`src/design/ctd_pkg.sv`:
```
`timescale 1ns / 1ps
// types and constants shared by the chunked transfer decoder
// no dependencies

package ctd_pkg;

	// width of the size accumulator and of the chunk length
	localparam int SIZE_W = 32;

	// character codes
	localparam logic [7:0] CH_HT      = 8'h09;
	localparam logic [7:0] CH_LF      = 8'h0A;
	localparam logic [7:0] CH_CR      = 8'h0D;
	localparam logic [7:0] CH_SP      = 8'h20;
	localparam logic [7:0] CH_BELOW_0 = 8'h2F;
	localparam logic [7:0] CH_ABOVE_9 = 8'h3A;
	localparam logic [7:0] CH_0       = 8'h30;
	localparam logic [7:0] CH_UC_A    = 8'h41;
	localparam logic [7:0] CH_UC_F    = 8'h46;
	localparam logic [7:0] CH_LC_A    = 8'h61;
	localparam logic [7:0] CH_LC_F    = 8'h66;

	// result kinds
	typedef enum logic [1:0] {
		KIND_DATA  = 2'd0,
		KIND_HDR   = 2'd1,
		KIND_END   = 2'd2,
		KIND_ERROR = 2'd3
	} kind_t;

	// decoder phases
	typedef enum logic [2:0] {
		PH_SKIP   = 3'd0,
		PH_DIGITS = 3'd1,
		PH_EXT    = 3'd2,
		PH_CR     = 3'd3,
		PH_DATA   = 3'd4
	} phase_t;

	// classified word as it travels through the queue
	typedef struct packed {
		logic [7:0] data;
		logic       is_hex;
		logic [3:0] hex_val;
		logic       is_fold;
		logic       is_cr;
		logic       is_lf;
	} item_t;

endpackage

```
`src/design/ctd_front.sv`:
```
`timescale 1ns / 1ps
// front end: classifies each incoming word and holds it in a two entry queue
// depends on ctd_pkg

module ctd_front
	import ctd_pkg::*;
(
	input  logic       clk,
	input  logic       arst_n,
	input  logic       item_valid,
	output logic       item_stall,
	input  logic [7:0] in_byte,
	output logic       q_valid,
	output item_t      q_item,
	input  logic       q_pop
);

	item_t      cls;
	item_t      mem_q [2];
	logic       wr_ptr_q;
	logic       rd_ptr_q;
	logic [1:0] count_q;
	logic       push;

	// character classification
	always_comb begin
		cls         = '0;
		cls.data    = in_byte;
		cls.is_fold = (in_byte == CH_SP) || (in_byte == CH_HT) ||
			(in_byte == CH_CR) || (in_byte == CH_LF);
		cls.is_cr   = (in_byte == CH_CR);
		cls.is_lf   = (in_byte == CH_LF);
		if (in_byte > CH_BELOW_0 && in_byte < CH_ABOVE_9) begin
			cls.is_hex  = 1'b1;
			cls.hex_val = 4'(in_byte - CH_0);
		end else if (in_byte >= CH_LC_A && in_byte <= CH_LC_F) begin
			cls.is_hex  = 1'b1;
			cls.hex_val = 4'(in_byte - CH_LC_A + 8'd10);
		end else if (in_byte >= CH_UC_A && in_byte <= CH_UC_F) begin
			cls.is_hex  = 1'b1;
			cls.hex_val = 4'(in_byte - CH_UC_A + 8'd10);
		end
	end

	assign item_stall = (count_q == 2'd2);
	assign push       = item_valid && !item_stall;
	assign q_valid    = (count_q != 2'd0);
	assign q_item     = mem_q[rd_ptr_q];

	// queue storage
	always_ff @(posedge clk) begin
		if (push) begin
			mem_q[wr_ptr_q] <= cls;
		end
	end

	// queue pointers and fill level
	always_ff @(posedge clk or negedge arst_n) begin
		if (!arst_n) begin
			wr_ptr_q <= 1'b0;
			rd_ptr_q <= 1'b0;
			count_q  <= 2'd0;
		end else begin
			if (push) begin
				wr_ptr_q <= !wr_ptr_q;
			end
			if (q_pop) begin
				rd_ptr_q <= !rd_ptr_q;
			end
			case ({push, q_pop})
				2'b10:   count_q <= count_q + 2'd1;
				2'b01:   count_q <= count_q - 2'd1;
				default: count_q <= count_q;
			endcase
		end
	end

endmodule

```
`src/design/ctd_back.sv`:
```
`timescale 1ns / 1ps
// back end: phase machine, size gathering, payload count and result register
// depends on ctd_pkg

module ctd_back
	import ctd_pkg::*;
#(
	parameter int SIZE_DIGITS = 8
) (
	input  logic              clk,
	input  logic              arst_n,
	input  logic              q_valid,
	input  item_t             q_item,
	output logic              q_pop,
	output logic              res_valid,
	input  logic              res_stall,
	output logic [1:0]        kind,
	output logic [7:0]        out_byte,
	output logic [SIZE_W-1:0] chunk_size,
	output logic              last_in_chunk
);

	localparam int CNT_W = $clog2(SIZE_DIGITS + 1);

	phase_t             phase_q, phase_d;
	logic [SIZE_W-1:0]  rem_q, rem_d;
	logic [SIZE_W-1:0]  acc_q, acc_d;
	logic [CNT_W-1:0]   cnt_q, cnt_d;
	logic               ovf_q, ovf_d;
	logic               take;
	logic               line_bad;
	logic               acc_full;
	logic [SIZE_W-1:0]  rem_dec;

	logic               emit;
	kind_t              kind_d;
	logic [7:0]         byte_d;
	logic [SIZE_W-1:0]  size_d;
	logic               last_d;

	logic               res_valid_q;
	kind_t              kind_q;
	logic [7:0]         byte_q;
	logic [SIZE_W-1:0]  size_q;
	logic               last_q;

	// a word is taken whenever the result register can accept
	assign take     = q_valid && (!res_valid_q || !res_stall);
	assign q_pop    = take;
	assign line_bad = (cnt_q == '0) || ovf_q;
	assign acc_full = (cnt_q >= CNT_W'(SIZE_DIGITS)) || (acc_q[SIZE_W-1 -: 4] != 4'd0);
	assign rem_dec  = (rem_q != '0) ? rem_q - SIZE_W'(1) : rem_q;

	// next phase
	always_comb begin
		phase_d = phase_q;
		case (phase_q)
			PH_DIGITS: begin
				if (!q_item.is_hex) begin
					phase_d = q_item.is_cr ? PH_CR : PH_EXT;
				end
			end
			PH_EXT: begin
				if (q_item.is_cr) begin
					phase_d = PH_CR;
				end
			end
			PH_CR: begin
				if (q_item.is_lf) begin
					phase_d = (line_bad || acc_q == '0) ? PH_SKIP : PH_DATA;
				end else if (!q_item.is_cr) begin
					phase_d = PH_EXT;
				end
			end
			PH_DATA: begin
				if (rem_dec == '0) begin
					phase_d = PH_SKIP;
				end
			end
			default: begin
				if (q_item.is_fold) begin
					phase_d = PH_SKIP;
				end else if (q_item.is_hex) begin
					phase_d = PH_DIGITS;
				end else begin
					phase_d = PH_EXT;
				end
			end
		endcase
	end

	// datapath updates and result
	always_comb begin
		rem_d  = rem_q;
		acc_d  = acc_q;
		cnt_d  = cnt_q;
		ovf_d  = ovf_q;
		emit   = 1'b0;
		kind_d = KIND_DATA;
		byte_d = 8'd0;
		size_d = '0;
		last_d = 1'b0;
		case (phase_q)
			PH_DIGITS: begin
				if (q_item.is_hex) begin
					if (acc_full) begin
						ovf_d = 1'b1;
					end else begin
						acc_d = {acc_q[SIZE_W-5:0], q_item.hex_val};
						cnt_d = cnt_q + CNT_W'(1);
					end
				end
			end
			PH_EXT: begin
				rem_d = rem_q;
			end
			PH_CR: begin
				if (q_item.is_lf) begin
					emit  = 1'b1;
					acc_d = '0;
					cnt_d = '0;
					ovf_d = 1'b0;
					if (line_bad) begin
						kind_d = KIND_ERROR;
					end else if (acc_q == '0) begin
						kind_d = KIND_END;
					end else begin
						kind_d = KIND_HDR;
						size_d = acc_q;
						rem_d  = acc_q;
					end
				end
			end
			PH_DATA: begin
				emit   = 1'b1;
				kind_d = KIND_DATA;
				byte_d = q_item.data;
				rem_d  = rem_dec;
				last_d = (rem_dec == '0);
			end
			default: begin
				// a non folding word opens a new size line
				if (!q_item.is_fold) begin
					ovf_d = 1'b0;
					if (q_item.is_hex) begin
						acc_d = SIZE_W'(q_item.hex_val);
						cnt_d = CNT_W'(1);
					end else begin
						acc_d = '0;
						cnt_d = '0;
					end
				end
			end
		endcase
	end

	// decoder state
	always_ff @(posedge clk or negedge arst_n) begin
		if (!arst_n) begin
			phase_q <= PH_SKIP;
			rem_q   <= '0;
			acc_q   <= '0;
			cnt_q   <= '0;
			ovf_q   <= 1'b0;
		end else if (take) begin
			phase_q <= phase_d;
			rem_q   <= rem_d;
			acc_q   <= acc_d;
			cnt_q   <= cnt_d;
			ovf_q   <= ovf_d;
		end
	end

	// result register valid
	always_ff @(posedge clk or negedge arst_n) begin
		if (!arst_n) begin
			res_valid_q <= 1'b0;
		end else if (take) begin
			res_valid_q <= emit;
		end else if (!res_stall) begin
			res_valid_q <= 1'b0;
		end
	end

	// result register payload
	always_ff @(posedge clk) begin
		if (take && emit) begin
			kind_q <= kind_d;
			byte_q <= byte_d;
			size_q <= size_d;
			last_q <= last_d;
		end
	end

	assign res_valid     = res_valid_q;
	assign kind          = kind_q;
	assign out_byte      = byte_q;
	assign chunk_size    = size_q;
	assign last_in_chunk = last_q;

endmodule

```
`src/design/chunked_transfer_decoder.sv`:
```
`timescale 1ns / 1ps
// chunked transfer decoder: one word in per cycle, at most one result out
// path: an accepted word passes through the queue, then the result register
// throughput: one word per cycle, held only by result stall or a full two entry queue
// reset: asynchronous, clears queue, phase to skipping, counters and result valid
// depends on ctd_pkg, ctd_front, ctd_back

module chunked_transfer_decoder
	import ctd_pkg::*;
#(
	parameter int SIZE_DIGITS = 8
) (
	input  logic              clk,
	input  logic              arst_n,
	input  logic              item_valid,
	output logic              item_stall,
	input  logic [7:0]        in_byte,
	output logic              res_valid,
	input  logic              res_stall,
	output logic [1:0]        kind,
	output logic [7:0]        out_byte,
	output logic [SIZE_W-1:0] chunk_size,
	output logic              last_in_chunk
);

	logic  q_valid;
	item_t q_item;
	logic  q_pop;

	// classifier and queue
	ctd_front u_front (
		.clk        (clk),
		.arst_n     (arst_n),
		.item_valid (item_valid),
		.item_stall (item_stall),
		.in_byte    (in_byte),
		.q_valid    (q_valid),
		.q_item     (q_item),
		.q_pop      (q_pop)
	);

	// phase machine and result register
	ctd_back #(
		.SIZE_DIGITS (SIZE_DIGITS)
	) u_back (
		.clk           (clk),
		.arst_n        (arst_n),
		.q_valid       (q_valid),
		.q_item        (q_item),
		.q_pop         (q_pop),
		.res_valid     (res_valid),
		.res_stall     (res_stall),
		.kind          (kind),
		.out_byte      (out_byte),
		.chunk_size    (chunk_size),
		.last_in_chunk (last_in_chunk)
	);

	// a full queue always has a word to offer the back end
	a_stall_has_word: assert property (@(posedge clk) disable iff (!arst_n)
		item_stall |-> q_valid)
		else $error("input stalled with empty queue head");

	// a chunk header never announces an empty chunk
	a_hdr_nonzero: assert property (@(posedge clk) disable iff (!arst_n)
		(res_valid && kind == KIND_HDR) |-> (chunk_size != '0))
		else $error("chunk header with zero size");

	// non payload results carry no byte and no last mark
	a_nonpayload_clean: assert property (@(posedge clk) disable iff (!arst_n)
		(res_valid && kind != KIND_DATA) |-> (out_byte == 8'd0 && !last_in_chunk))
		else $error("non payload result with byte or last mark");

	// only headers carry a size
	a_size_only_hdr: assert property (@(posedge clk) disable iff (!arst_n)
		(res_valid && kind != KIND_HDR) |-> (chunk_size == '0))
		else $error("size on a result that is not a header");

endmodule

```
`config.mk`:
```
export PLATFORM = sky130hd
export DESIGN_NAME = chunked_transfer_decoder
export DESIGN_NICKNAME = d
export VERILOG_FILES = /design/src/design/ctd_pkg.sv /design/src/design/ctd_front.sv /design/src/design/ctd_back.sv /design/src/design/chunked_transfer_decoder.sv
export SDC_FILE = /design/constraint.sdc
export NUM_CORES = 1
export LEC_CHECK = 0
export BUFFER_PORTS_ARGS = -buffer_cell sky130_fd_sc_hd__buf_2
export CAP_MARGIN = 10
export CORE_ASPECT_RATIO = 1.2
export CORE_UTILIZATION = 50
export CTS_BUF_LIST = sky130_fd_sc_hd__clkbuf_8
export CTS_CLUSTER_SIZE = 30
export DETAILED_ROUTE_END_ITERATION = 16
export PLACE_DENSITY = 0.67
export SLEW_MARGIN = 20
export SYNTH_ARGS = -nofsm -noshare
export SYNTH_HDL_FRONTEND = slang
export SYNTH_SLANG_ARGS = --single-unit
```
`constraint.sdc`:
```
create_clock -name clk -period 6.7 [get_ports clk]
set_clock_uncertainty 0.2 [all_clocks]
set_input_delay 1.34 -clock clk [delete_from_list [all_inputs] [get_ports clk]]
set_output_delay 1.34 -clock clk [all_outputs]
set_load 0.1 [all_outputs]
```
==> impl_results.md, run 1 <==
* Length in cells of the worst reg-to-reg path at 5
* GRT Util Overall at 0.2410
* Total gr overflow at 0
* Setup slack after layout at ~3.3 ns
* Setup Viol. Count Final at 0
* VDD IR max at around 0.25 mV
* Sequential share of the synthesized area at 0.5691
* WP data arrival at 3.59 ns
* Initial Util at 0.5116
* Hold Path Stages at 1
* Seq cells post-synth at 152
* IO Port Bufs at 56
* Core Region at about 14000 um2
* Async SR Flop Fraction at 0.5066
* Die width at approximately 110 um
* Post-CTS sizing at 0
* TNS Setup at 0 ns
* Std cell rows at 48
* RSZ-0062 raised after global routing: false
* FMAX at around 300 MHz
* Distinct cells, synth at 55
* Ant diodes at 0
* Worst r2r src: u_front.rd_ptr_q$_DFFE_PN0P_
* Drt pass-1 iters at 5
* Initial antenna violation count at 0
* Kind of start point of the critical path: register
* Clk sink count at 152
* H-tree depth at 4
* Worst Hold Class: reg2reg
* Nature of the critical path endpoint: register
* CP peak stage delay at roughly 0.97 ns
* Root Buffer: clkbuf_8
* DRC at 0
* Crit path launch: u_front.rd_ptr_q$_DFFE_PN0P_
* Final WL at about 17 mm
* Number of global-route vias before repair at between 5000 and 6000
* Leakage at 3.357 nW
* Max cap viols at 0
* Post-layout net count at 757
* Primary FF master, synth: dfrtp_1
* CTS Hold Bufs at 0
* Die Height at 134.8 um
* Final ANT Viol Nets at 0
* Minimum setup slack after placement at between 3 and 4 ns
* DPL Wire Length at about 12 mm
* Pwr Density at 454.5 nW/um2
* CTS tree: built
* CP cell instances: mux2i_1 > nand2_1 > a211oi_1 > and3_1 > a22o_1
* First-pass GRT wire length at between 20 and 30 mm
* Cell with the most instances after synthesis: dfrtp_1
* Worst Hold Launch: u_front.wr_ptr_q$_DFFE_PN0P_
* Fraction of layout cells with a size suffix above 1 at 0.1455
* Largest cells by area after synthesis: edfxtp_1 (31%), dfrtp_1 (26%), o21ai_0 (4.0%)
* Top cells by count, synth: dfrtp_1 (77), edfxtp_1 (75), nor2_1 (74)
* Worst Path Max Fanout at 29
* Final core utilization at 0.5690
* Slew Limit Fails at 0
* Fin. Hold Viols at 0
* Layout area overhead at 11.21%
* Max Root-Sink Buffers at 2
* Slew headroom at 0.3226
* Outcome: complete, no violations
* Worst slew pin tran at just over 1 ns
* Critical path class: reg2reg
* Synthesized netlist cell count at around 690
* Tot Pwr at roughly 3.7 mW
* Net Count, Synth at between 700 and 800
* Total CTS buffers at 17
* Full die area at approximately 15000 um2
* Reg clk slew, reported paths at around 0.09 ns
* I/O pin cnt at 57
* Required @ worst endpoint at 6.90 ns
* Via Count at roughly 5600
* Cell area after synthesis at ~7300 um2
* Top cell type's share of synthesized area at 0.3067
* Via density at around 6.1
* Min Tclk post-route at roughly 3.4 ns
* Period utilization at 0.5065
* Post-synth top area cell: edfxtp_1
* Mean post-synth cell area at roughly 11 um2
* Synth Warn # at 0
* Postcts setup bufs at 0
* Post-synth EDFFs at between 70 and 80
* Pin count of the biggest net entering global routing at 78
* Clk_lat worst skew at around 0.46 ns
* First DRT Iteration DRCs at between 400 and 500
* Worst path slowest cell: dfrtp_1
* Routability cong. at between 0.9 and 1
* Routed WL per cell at around 19 um
## critical path: cells and delay by family, from the launching register on
kind            cells  cell delay, ns
mux                 1            0.38
simple gates        2            1.05
flops               1            0.97
compound gates      2            0.72
## cells by family (layout without fill, tap and decap cells)
logic type / after synthesis / after routing / share of synthesized area
buffers and inverters: 55 / 111 / 0.02897
multiplexers: 18 / 18 / 0.02471
AND/OR/NAND/NOR: 253 / 253 / 0.1803
AO/OA/AOI/OAI: 195 / 195 / 0.1685
adder cells (fa/ha/maj): 9 / 9 / 0.01534
flip-flops: 152 / 152 / 0.5691
XOR/XNOR: 11 / 11 / 0.01312
## where the power goes
group / total, mW / switching [mW] / internal [mW] / leakage (nW)
sequential: 1.40 / 0.197 / 1.20 / 1.74
combinational: 1.61 / 1.19 / 0.426 / 1.42
clock: 0.697 / 0.388 / 0.309 / 0.199
total: 3.71 / 1.77 / 1.94 / 3.36
## stage by stage
stage	std cells	cell area, um2	hold WS [ns]
after floorplan	693	7343	0.2608
after global placement	891	7757	0.2830
after detailed placement	891	7757	0.2928
after CTS	923	8147	0.3043
after global routing	924	8167	0.3312
final	924	8167	0.3066
## final cells by class
type	count	area (um2)
Inverter	16	60.06
Timing Repair Buffer	63	347.8
Clock inverter	15	155.1
Tap cell	175	219.0
Multi-Input combinational cell	486	2972
Sequential cell	152	4179
Fill cell	1222	6187
Clock buffer	17	234.0
## worst paths after layout
path,to,slack (ns)
setup / recovery,u_back.acc_q[28]$_DFFE_PN0P_,3.31
hold / removal,u_front.wr_ptr_q$_DFFE_PN0P_,0.31
setup reg to reg,u_back.acc_q[28]$_DFFE_PN0P_,3.31
hold reg to reg,u_front.wr_ptr_q$_DFFE_PN0P_,0.31
max in group asynchronous,u_back.rem_q[3]$_DFFE_PN0P_,5.03
min in group asynchronous,u_back.acc_q[25]$_DFFE_PN0P_,0.67
## sequential cells by signal, summed over array words and instances, names as in the netlist
| name | cells |
|---|---|
| u_front.mem_q | 32 |
| u_front.rd_ptr_q | 1 |
| u_back.kind | 2 |
| u_front.wr_ptr_q | 1 |
| u_front.count_q | 2 |
| u_back.cnt_q | 4 |
| u_back.res_valid | 1 |
| u_back.out_byte | 8 |
| u_back.ovf_q | 1 |
| u_back.acc_q | 32 |
| u_back.rem_q | 32 |
| u_back.chunk_size | 32 |
| u_back.last_in_chunk | 1 |
| u_back.phase_q | 3 |
## cell usage in the layout (no fill, tap or decap), types with 3 or more instances in the layout
cell / n
and3_1: 5
a22o_1: 32
o21ai_0: 58
dfrtp_1: 77
a32oi_1: 8
nor3_4: 3
buf_4: 7
inv_8: 3
edfxtp_1: 75
nand4_1: 9
a21o_1: 3
o31ai_1: 6
nor2b_1: 4
o21ai_1: 5
xor2_1: 3
inv_6: 7
buf_2: 55
o22ai_1: 10
nor4_1: 15
nand2_1: 44
nor2_1: 73
ha_1: 9
or3_1: 7
clkbuf_8: 17
nand3_1: 15
a22oi_1: 9
nor3_1: 17
nand2b_1: 6
a2bb2oi_1: 3
xnor2_1: 8
and4_1: 4
mux2i_1: 17
and2_1: 37
a21oi_1: 44
inv_1: 16
## routing by layer
layer	part of all wire	global-route usage	vias to the layer above
met5	0	0	-
met1	0.41	0.2911	2762
met4	0.049	0.1541	0
met3	0.035	0.04174	38
li1	-	-	2663
met2	0.50	0.4012	155
Note: power is estimated with default switching activity, not from simulation.
==> run 2, diff against run 1 <==
--- a/config.mk
+++ b/config.mk
@@ -12,7 +12,7 @@
 export CTS_BUF_LIST = sky130_fd_sc_hd__clkbuf_8
 export CTS_CLUSTER_SIZE = 30
 export DETAILED_ROUTE_END_ITERATION = 16
-export PLACE_DENSITY = 0.67
+export PLACE_DENSITY = 0.7
 export SLEW_MARGIN = 20
 export SYNTH_ARGS = -nofsm -noshare
 export SYNTH_HDL_FRONTEND = slang
==> constraint.sdc (replaced) <==
create_clock -name clk -period 3.1 [get_ports clk]
set_clock_uncertainty 0.2 [all_clocks]
set_input_delay 0.62 -clock clk [delete_from_list [all_inputs] [get_ports clk]]
set_output_delay 0.62 -clock clk [all_outputs]
set_load 0.1 [all_outputs]
==> run 2 against run 1 <==
Against the previous run: critical path depth increased by 5; power is 130% higher; first-iteration DRC count down 4.2%; clock power rose by 110%.
==> impl_results.md, run 2 (synthesis gave the netlist of run 1 again) <==
* Filler cells at 1176
* Layout Cells excl Fill at between 900 and 1000
* Outcome: complete, no violations
* Nature of the critical path endpoint: register
* GRT Util Overall at 0.2499
* First-pass GRT wire length at 28.61 mm
* GR Layer Usage met2 at 0.4420
* Post-layout net count at around 800
* Worst path slowest cell: dfrtp_1
* Clk sink count at ~150
* Via density at around 6.0
* Total gr overflow at 0
* Slew headroom at 0.3364
* Leakage at between 3 and 4 nW
* Max Root-Sink Buffers at 2
* Worst Path Max Fanout at 7
* CTS tree: built
* DRC at 0
* Period utilization at 0.9492
* Leading cell type in the layout, fill and taps excluded: dfrtp_1
* IO Port Bufs at 56
* RSZ-0062 raised after global routing: false
* I/O pin cnt at between 50 and 60
* Routability cong. at roughly 0.90
* Core Region at roughly 14000 um2
* Kind of start point of the critical path: register
* Crit path max-delay family: simple AND/OR/NAND/NOR gates
* H-tree depth at 4
* Worst slew pin tran at between 0.9 and 1 ns
* GR peak layer: met2
* Initial antenna violation count at 0
* Pwr Density at about 1000 nW/um2
* Initial Util at 0.5116
* Dpl cells at approximately 940
* Tot Pwr at ~8.5 mW
* DPL Wire Length at 13.26 mm
* Min Tclk post-route at 2.942 ns
* Commonest cells after routing, fill and taps aside: dfrtp_1 (76), edfxtp_1 (75), nor2_1 (73)
* Layout area overhead at 16.73%
* Die width at approximately 110 um
* Die Height at roughly 130 um
* Number of global-route vias before repair at between 5000 and 6000
* Fin. Hold Viols at 0
* Buf/Inv on CP at 2
* Pin count of the biggest net entering global routing at a little under 80
* Final core utilization at 0.5972
* Max cap viols at 0
* WP data arrival at ~3.1 ns
* Total CTS buffers at 17
* Routed WL per cell at 18.87 um
* Critical path class: reg2reg
* First DRT Iteration DRCs at 387
* Slew Limit Fails at 0
* Root Buffer: clkbuf_8
* Worst Hold Class: in2async
* Full die area at ~15000 um2
* Final ANT Viol Nets at 0
* Final WL at between 15 and 20 mm
* FMAX at about 340 MHz
* CP cell instances: or3_4 > nor3_4 > buf_4 > nand2_1 > buf_4 > o31ai_1 > nand2_1 > nor4_1 > and4_1 > and2_1
* Drt pass-1 iters at 8
* Fraction of layout cells with a size suffix above 1 at 0.1985
* Std cell rows at 48
* CP peak stage delay at 0.47 ns
* Via Count at 5825
* Required @ worst endpoint at between 3 and 4 ns
* Setup Viol. Count Final at 0
* TNS Setup at 0 ns
* Clk_lat worst skew at around 0.47 ns
* Ant diodes at 0
* GR Util met3 at 0.05251
* Min Hold Slack at 0.1148 ns
* Met1 Use GR at 0.2840
* Reg clk slew, reported paths at ~0.09 ns
* VDD IR max at ~0.68 mV
run 2: cell types whose count changed in the layout (fill, tap and decap cells not counted), sizes merged:
cell / previous run / this run
buf: 63 / 110
inv: 26 / 22
clkbuf: 17 / 19
clkinv: 3 / 4
clkinvlp: 1 / 2
run 2: cell type report:
class                   instances  area, um2  share of cell area
well taps                     175      219.0             0.02554
clock buffers                  19      261.5             0.03051
repair buffers                110      738.2             0.08612
clock inverters                13      121.4             0.01416
flip-flops and latches        152       4180              0.4877
inverters                      16      60.06            0.007006
multi-input cells             486       2992              0.3490
run 2: layer usage:
metal / vias up / share of wire / wire length [um]
met5: - / 0 / 0
met4: 0 / 0.041 / 757
met3: 54 / 0.040 / 737
met2: 179 / 0.52 / 9522
met1: 2837 / 0.40 / 7304
li1: 2755 / - / -
run 2: path summary, 6_finish.rpt:
kind	slack, ns	from	depth (start not counted)	endpoint
setup / recovery	0.16	u_back.rem_q[3]$_DFFE_PN0P_	10	u_back.last_in_chunk$_SDFFCE_PP0P_
hold / removal	0.11	arst_n	1	u_back.acc_q[24]$_DFFE_PN0P_
setup reg to reg	0.16	u_back.rem_q[3]$_DFFE_PN0P_	10	u_back.last_in_chunk$_SDFFCE_PP0P_
hold reg to reg	0.30	u_front.wr_ptr_q$_DFFE_PN0P_	1	u_front.wr_ptr_q$_DFFE_PN0P_
max in group asynchronous	1.88	arst_n	1	u_back.rem_q[2]$_DFFE_PN0P_
min in group clk	0.17	res_stall	2	u_back.res_valid$_DFFE_PN0P_
run 2: what timing repair did:
item | 4_1_cts | 5_1_grt
hold buffers | 0 | 0
gates resized for setup | 0 | 5
setup buffers | 0 | 2
setup endpoints to repair | 0 | 2
run 2: report_power, final:
part	switching, mW	internal (mW)
Sequential	0.353	2.60
Clock	0.769	0.685
Combinational	2.83	1.29
run 2: per-stage QoR:
| stage | worst slack, ns | cell area (um2) |
|---|---|---|
| floorplan | 0.3155 | 7355 |
| global placement | 0.1277 | 8153 |
| detailed placement | 0.05068 | 8153 |
| finish | 0.1575 | 8572 |
| CTS | 0.02876 | 8536 |
| global route | 0.03247 | 8572 |
==> run 3, diff against run 2 <==
--- a/config.mk
+++ b/config.mk
@@ -12,7 +12,7 @@
 export CTS_BUF_LIST = sky130_fd_sc_hd__clkbuf_8
 export CTS_CLUSTER_SIZE = 30
 export DETAILED_ROUTE_END_ITERATION = 16
-export PLACE_DENSITY = 0.7
+export PLACE_DENSITY = 0.71
 export SLEW_MARGIN = 20
 export SYNTH_ARGS = -nofsm -noshare
 export SYNTH_HDL_FRONTEND = slang
==> run 3 against run 2 <==
Against the previous run: sequential power about the same; worst hold slack worse by 0.018 ns; critical endpoint unchanged; via count down 0.88%; largest power group unchanged; final area up 0.26%; power up 1.3%; highest routed layer unchanged; routed wire length down 3.0%; cell count down 0.21%.
==> impl_results.md, run 3 (synthesis gave the netlist of run 1 again) <==
* Outcome: complete, no violations
* Max Root-Sink Buffers at 2
* Fin area at 8594 um2
* Leading cell type in the layout, fill and taps excluded: dfrtp_1
* Storage cell area at roughly 4200 um2
* Crit path max-delay family: simple AND/OR/NAND/NOR gates
* First-pass GRT wire length at between 20 and 30 mm
* Die Height at between 100 and 150 um
* Pwr Density at between 1000 and 1500 nW/um2
* Ant diodes at 0
* Nature of the critical path endpoint: register
* Final WL at around 18 mm
* RSZ-0062 raised after global routing: false
* Routed WL per cell at 18.34 um
* Area of the multi-input gates at approximately 3000 um2
* GRT Util Overall at 0.2458
* Via Count at about 5800
* Min Tclk post-route at 2.987 ns
* Leakage at about 3.6 nW
* Critical path class: reg2reg
* Slew headroom at 0.3504
* DPL Wire Length at approximately 13 mm
* Core Region at roughly 14000 um2
* Clk_lat worst skew at 0.46 ns
* Placed cell areas at 8123 um2
* Length in cells of the worst reg-to-reg path at 9
* Reg power frac at 0.342
* Setup Viol. Count Final at 0
* Initial Util at 0.5116
* CTS tree: built
* Required @ worst endpoint at ~3.2 ns
* Fin. Hold Viols at 0
* Pin count of the biggest net entering global routing at between 70 and 80
* Reg clk slew, reported paths at ~0.08 ns
* Sw Ratio at 0.4499
* Total gr overflow at 0
* First DRT Iteration DRCs at ~600
* Period utilization at 0.9637
* Number of global-route vias before repair at between 5000 and 6000
* I/O pin cnt at 57
* Worst slew pin tran at a little under 1 ns
* Commonest cells after routing, fill and taps aside: dfrtp_1 (77), edfxtp_1 (75), nor2_1 (73)
* Root Buffer: clkbuf_8
* Worst Path Max Fanout at 8
* Clk sink count at approximately 150
* Die width at about 110 um
* Gate power share at 0.469
* Total CTS buffers at 17
* Via density at 5.959
* Max cap viols at 0
* VDD IR max at a little under 0.7 mV
* Filler cells at 1199
* Full die area at 15180 um2
* Final ANT Viol Nets at 0
* FMAX at approximately 330 MHz
* Routability cong. at 0.8831
* Std cell rows at between 40 and 50
* Slew Limit Fails at 0
* Worst Hold Class: in2async
* Worst r2r src: u_back.rem_q[2]$_DFFE_PN0P_
* Layout Cells excl Fill at about 970
* Buf/Inv on CP at 1
* DRC at 0
* Fraction of layout cells with a size suffix above 1 at 0.1940
* Initial antenna violation count at 0
* WP data arrival at between 3 and 4 ns
* Dpl cells at 933
* CP peak stage delay at 0.54 ns
* Crit path top cell by count: nand4_1
* Kind of start point of the critical path: register
* Switch Pwr at ~3.9 mW
* Worst path slowest cell: or4b_1
* TNS Setup at 0 ns
* Post-layout net count at ~800
* IO Port Bufs at 56
* Drt pass-1 iters at 7
* CP cell instances: nor3_1 > buf_4 > nand4_1 > nand4_1 > o31ai_1 > or4b_1 > nor4_1 > and4_1 > and2_1
* Layout area overhead at 17.04%
* Cell internal pwr at between 4 and 5 mW
* H-tree depth at 4
* R2r setup slk at 0.11 ns
* R2R Path End: u_back.last_in_chunk$_SDFFCE_PP0P_
* Clock network fraction of design power at 0.188
## run 3: cell types whose count changed in the layout (fill, tap and decap cells not counted), sizes merged
| cell | delta |
|---|---|
| buf | -2 |
| inv | -2 |
| bufinv | +3 |
| clkbuf | -1 |
## run 3: through the flow
step / util / hold WS, ns / power [mW] / worst slack, ns
6_report: 0.5988 / 0.09695 / 8.645 / 0.1126
5_1_grt: 0.5988 / 0.1603 / 9.105 / 0.01549
4_1_cts: 0.5958 / 0.1345 / 8.604 / 0.05581
3_5_place_dp: 0.5659 / 0.2837 / 6.962 / 0.09476
3_3_place_gp: 0.5659 / 0.2771 / 6.898 / 0.1326
2_1_floorplan: - / 0.1244 / 5.786 / 0.3155
## run 3: how the worst max path moves through the flow
stage / from / end / depth (start not counted)
after floorplan: u_back.rem_q[18]$_DFFE_PN0P_ / u_back.last_in_chunk$_SDFFCE_PP0P_ / 9
after global placement: u_back.rem_q[19]$_DFFE_PN0P_ / u_back.last_in_chunk$_SDFFCE_PP0P_ / 8
after global routing: u_back.rem_q[0]$_DFFE_PN0P_ / u_back.last_in_chunk$_SDFFCE_PP0P_ / 10
after detailed placement: u_back.rem_q[19]$_DFFE_PN0P_ / u_back.last_in_chunk$_SDFFCE_PP0P_ / 8
final: u_back.rem_q[2]$_DFFE_PN0P_ / u_back.last_in_chunk$_SDFFCE_PP0P_ / 9
after CTS: u_back.rem_q[19]$_DFFE_PN0P_ / u_back.last_in_chunk$_SDFFCE_PP0P_ / 8
## run 3: cell type report
class | count | area share
Timing Repair Buffer | 108 | 0.08415
Sequential cell | 152 | 0.4862
Clock buffer | 18 | 0.02883
Multi-Input combinational cell | 486 | 0.3472
Tap cell | 175 | 0.02548
Clock inverter | 14 | 0.02111
Inverter | 16 | 0.006988
## run 3: per-layer routing
| metal | vias up | global-route usage | share of wire | wire length, um |
|---|---|---|---|---|
| met5 | - | 0 | 0 | 0 |
| met1 | 2803 | 0.2815 | 0.40 | 7074 |
| met3 | 49 | 0.04937 | 0.041 | 736 |
| met4 | 0 | 0.1400 | 0.044 | 775 |
| li1 | 2740 | - | - | - |
| met2 | 182 | 0.4294 | 0.52 | 9181 |
## run 3: power groups by stage
| stage | Combinational, mW | Sequential, mW | Clock (mW) |
|---|---|---|---|
| 2_1_floorplan | 2.02 | 3.77 | 0 |
| 3_3_place_gp | 3.93 | 2.97 | 0 |
| 3_5_place_dp | 3.97 | 2.99 | 0 |
| 4_1_cts | 3.98 | 2.95 | 1.67 |
| 5_1_grt | 4.36 | 3.01 | 1.74 |
| 6_report | 4.06 | 2.96 | 1.63 |
## run 3: worst register-to-register path, stage by stage (launching register included)
cell and delay (ns):
dfrtp_1 0.48, nor3_1 0.41, buf_4 0.21, nand4_1 0.11, nand4_1 0.22, o31ai_1 0.11
or4b_1 0.54, nor4_1 0.18, and4_1 0.28, and2_1 0.14
## run 3: what timing repair did
action                                  CTS  global route
resized for setup                         0             4
hold buffers                              0             0
buffers inserted                          0             4
endpoints found under the setup margin    0             2
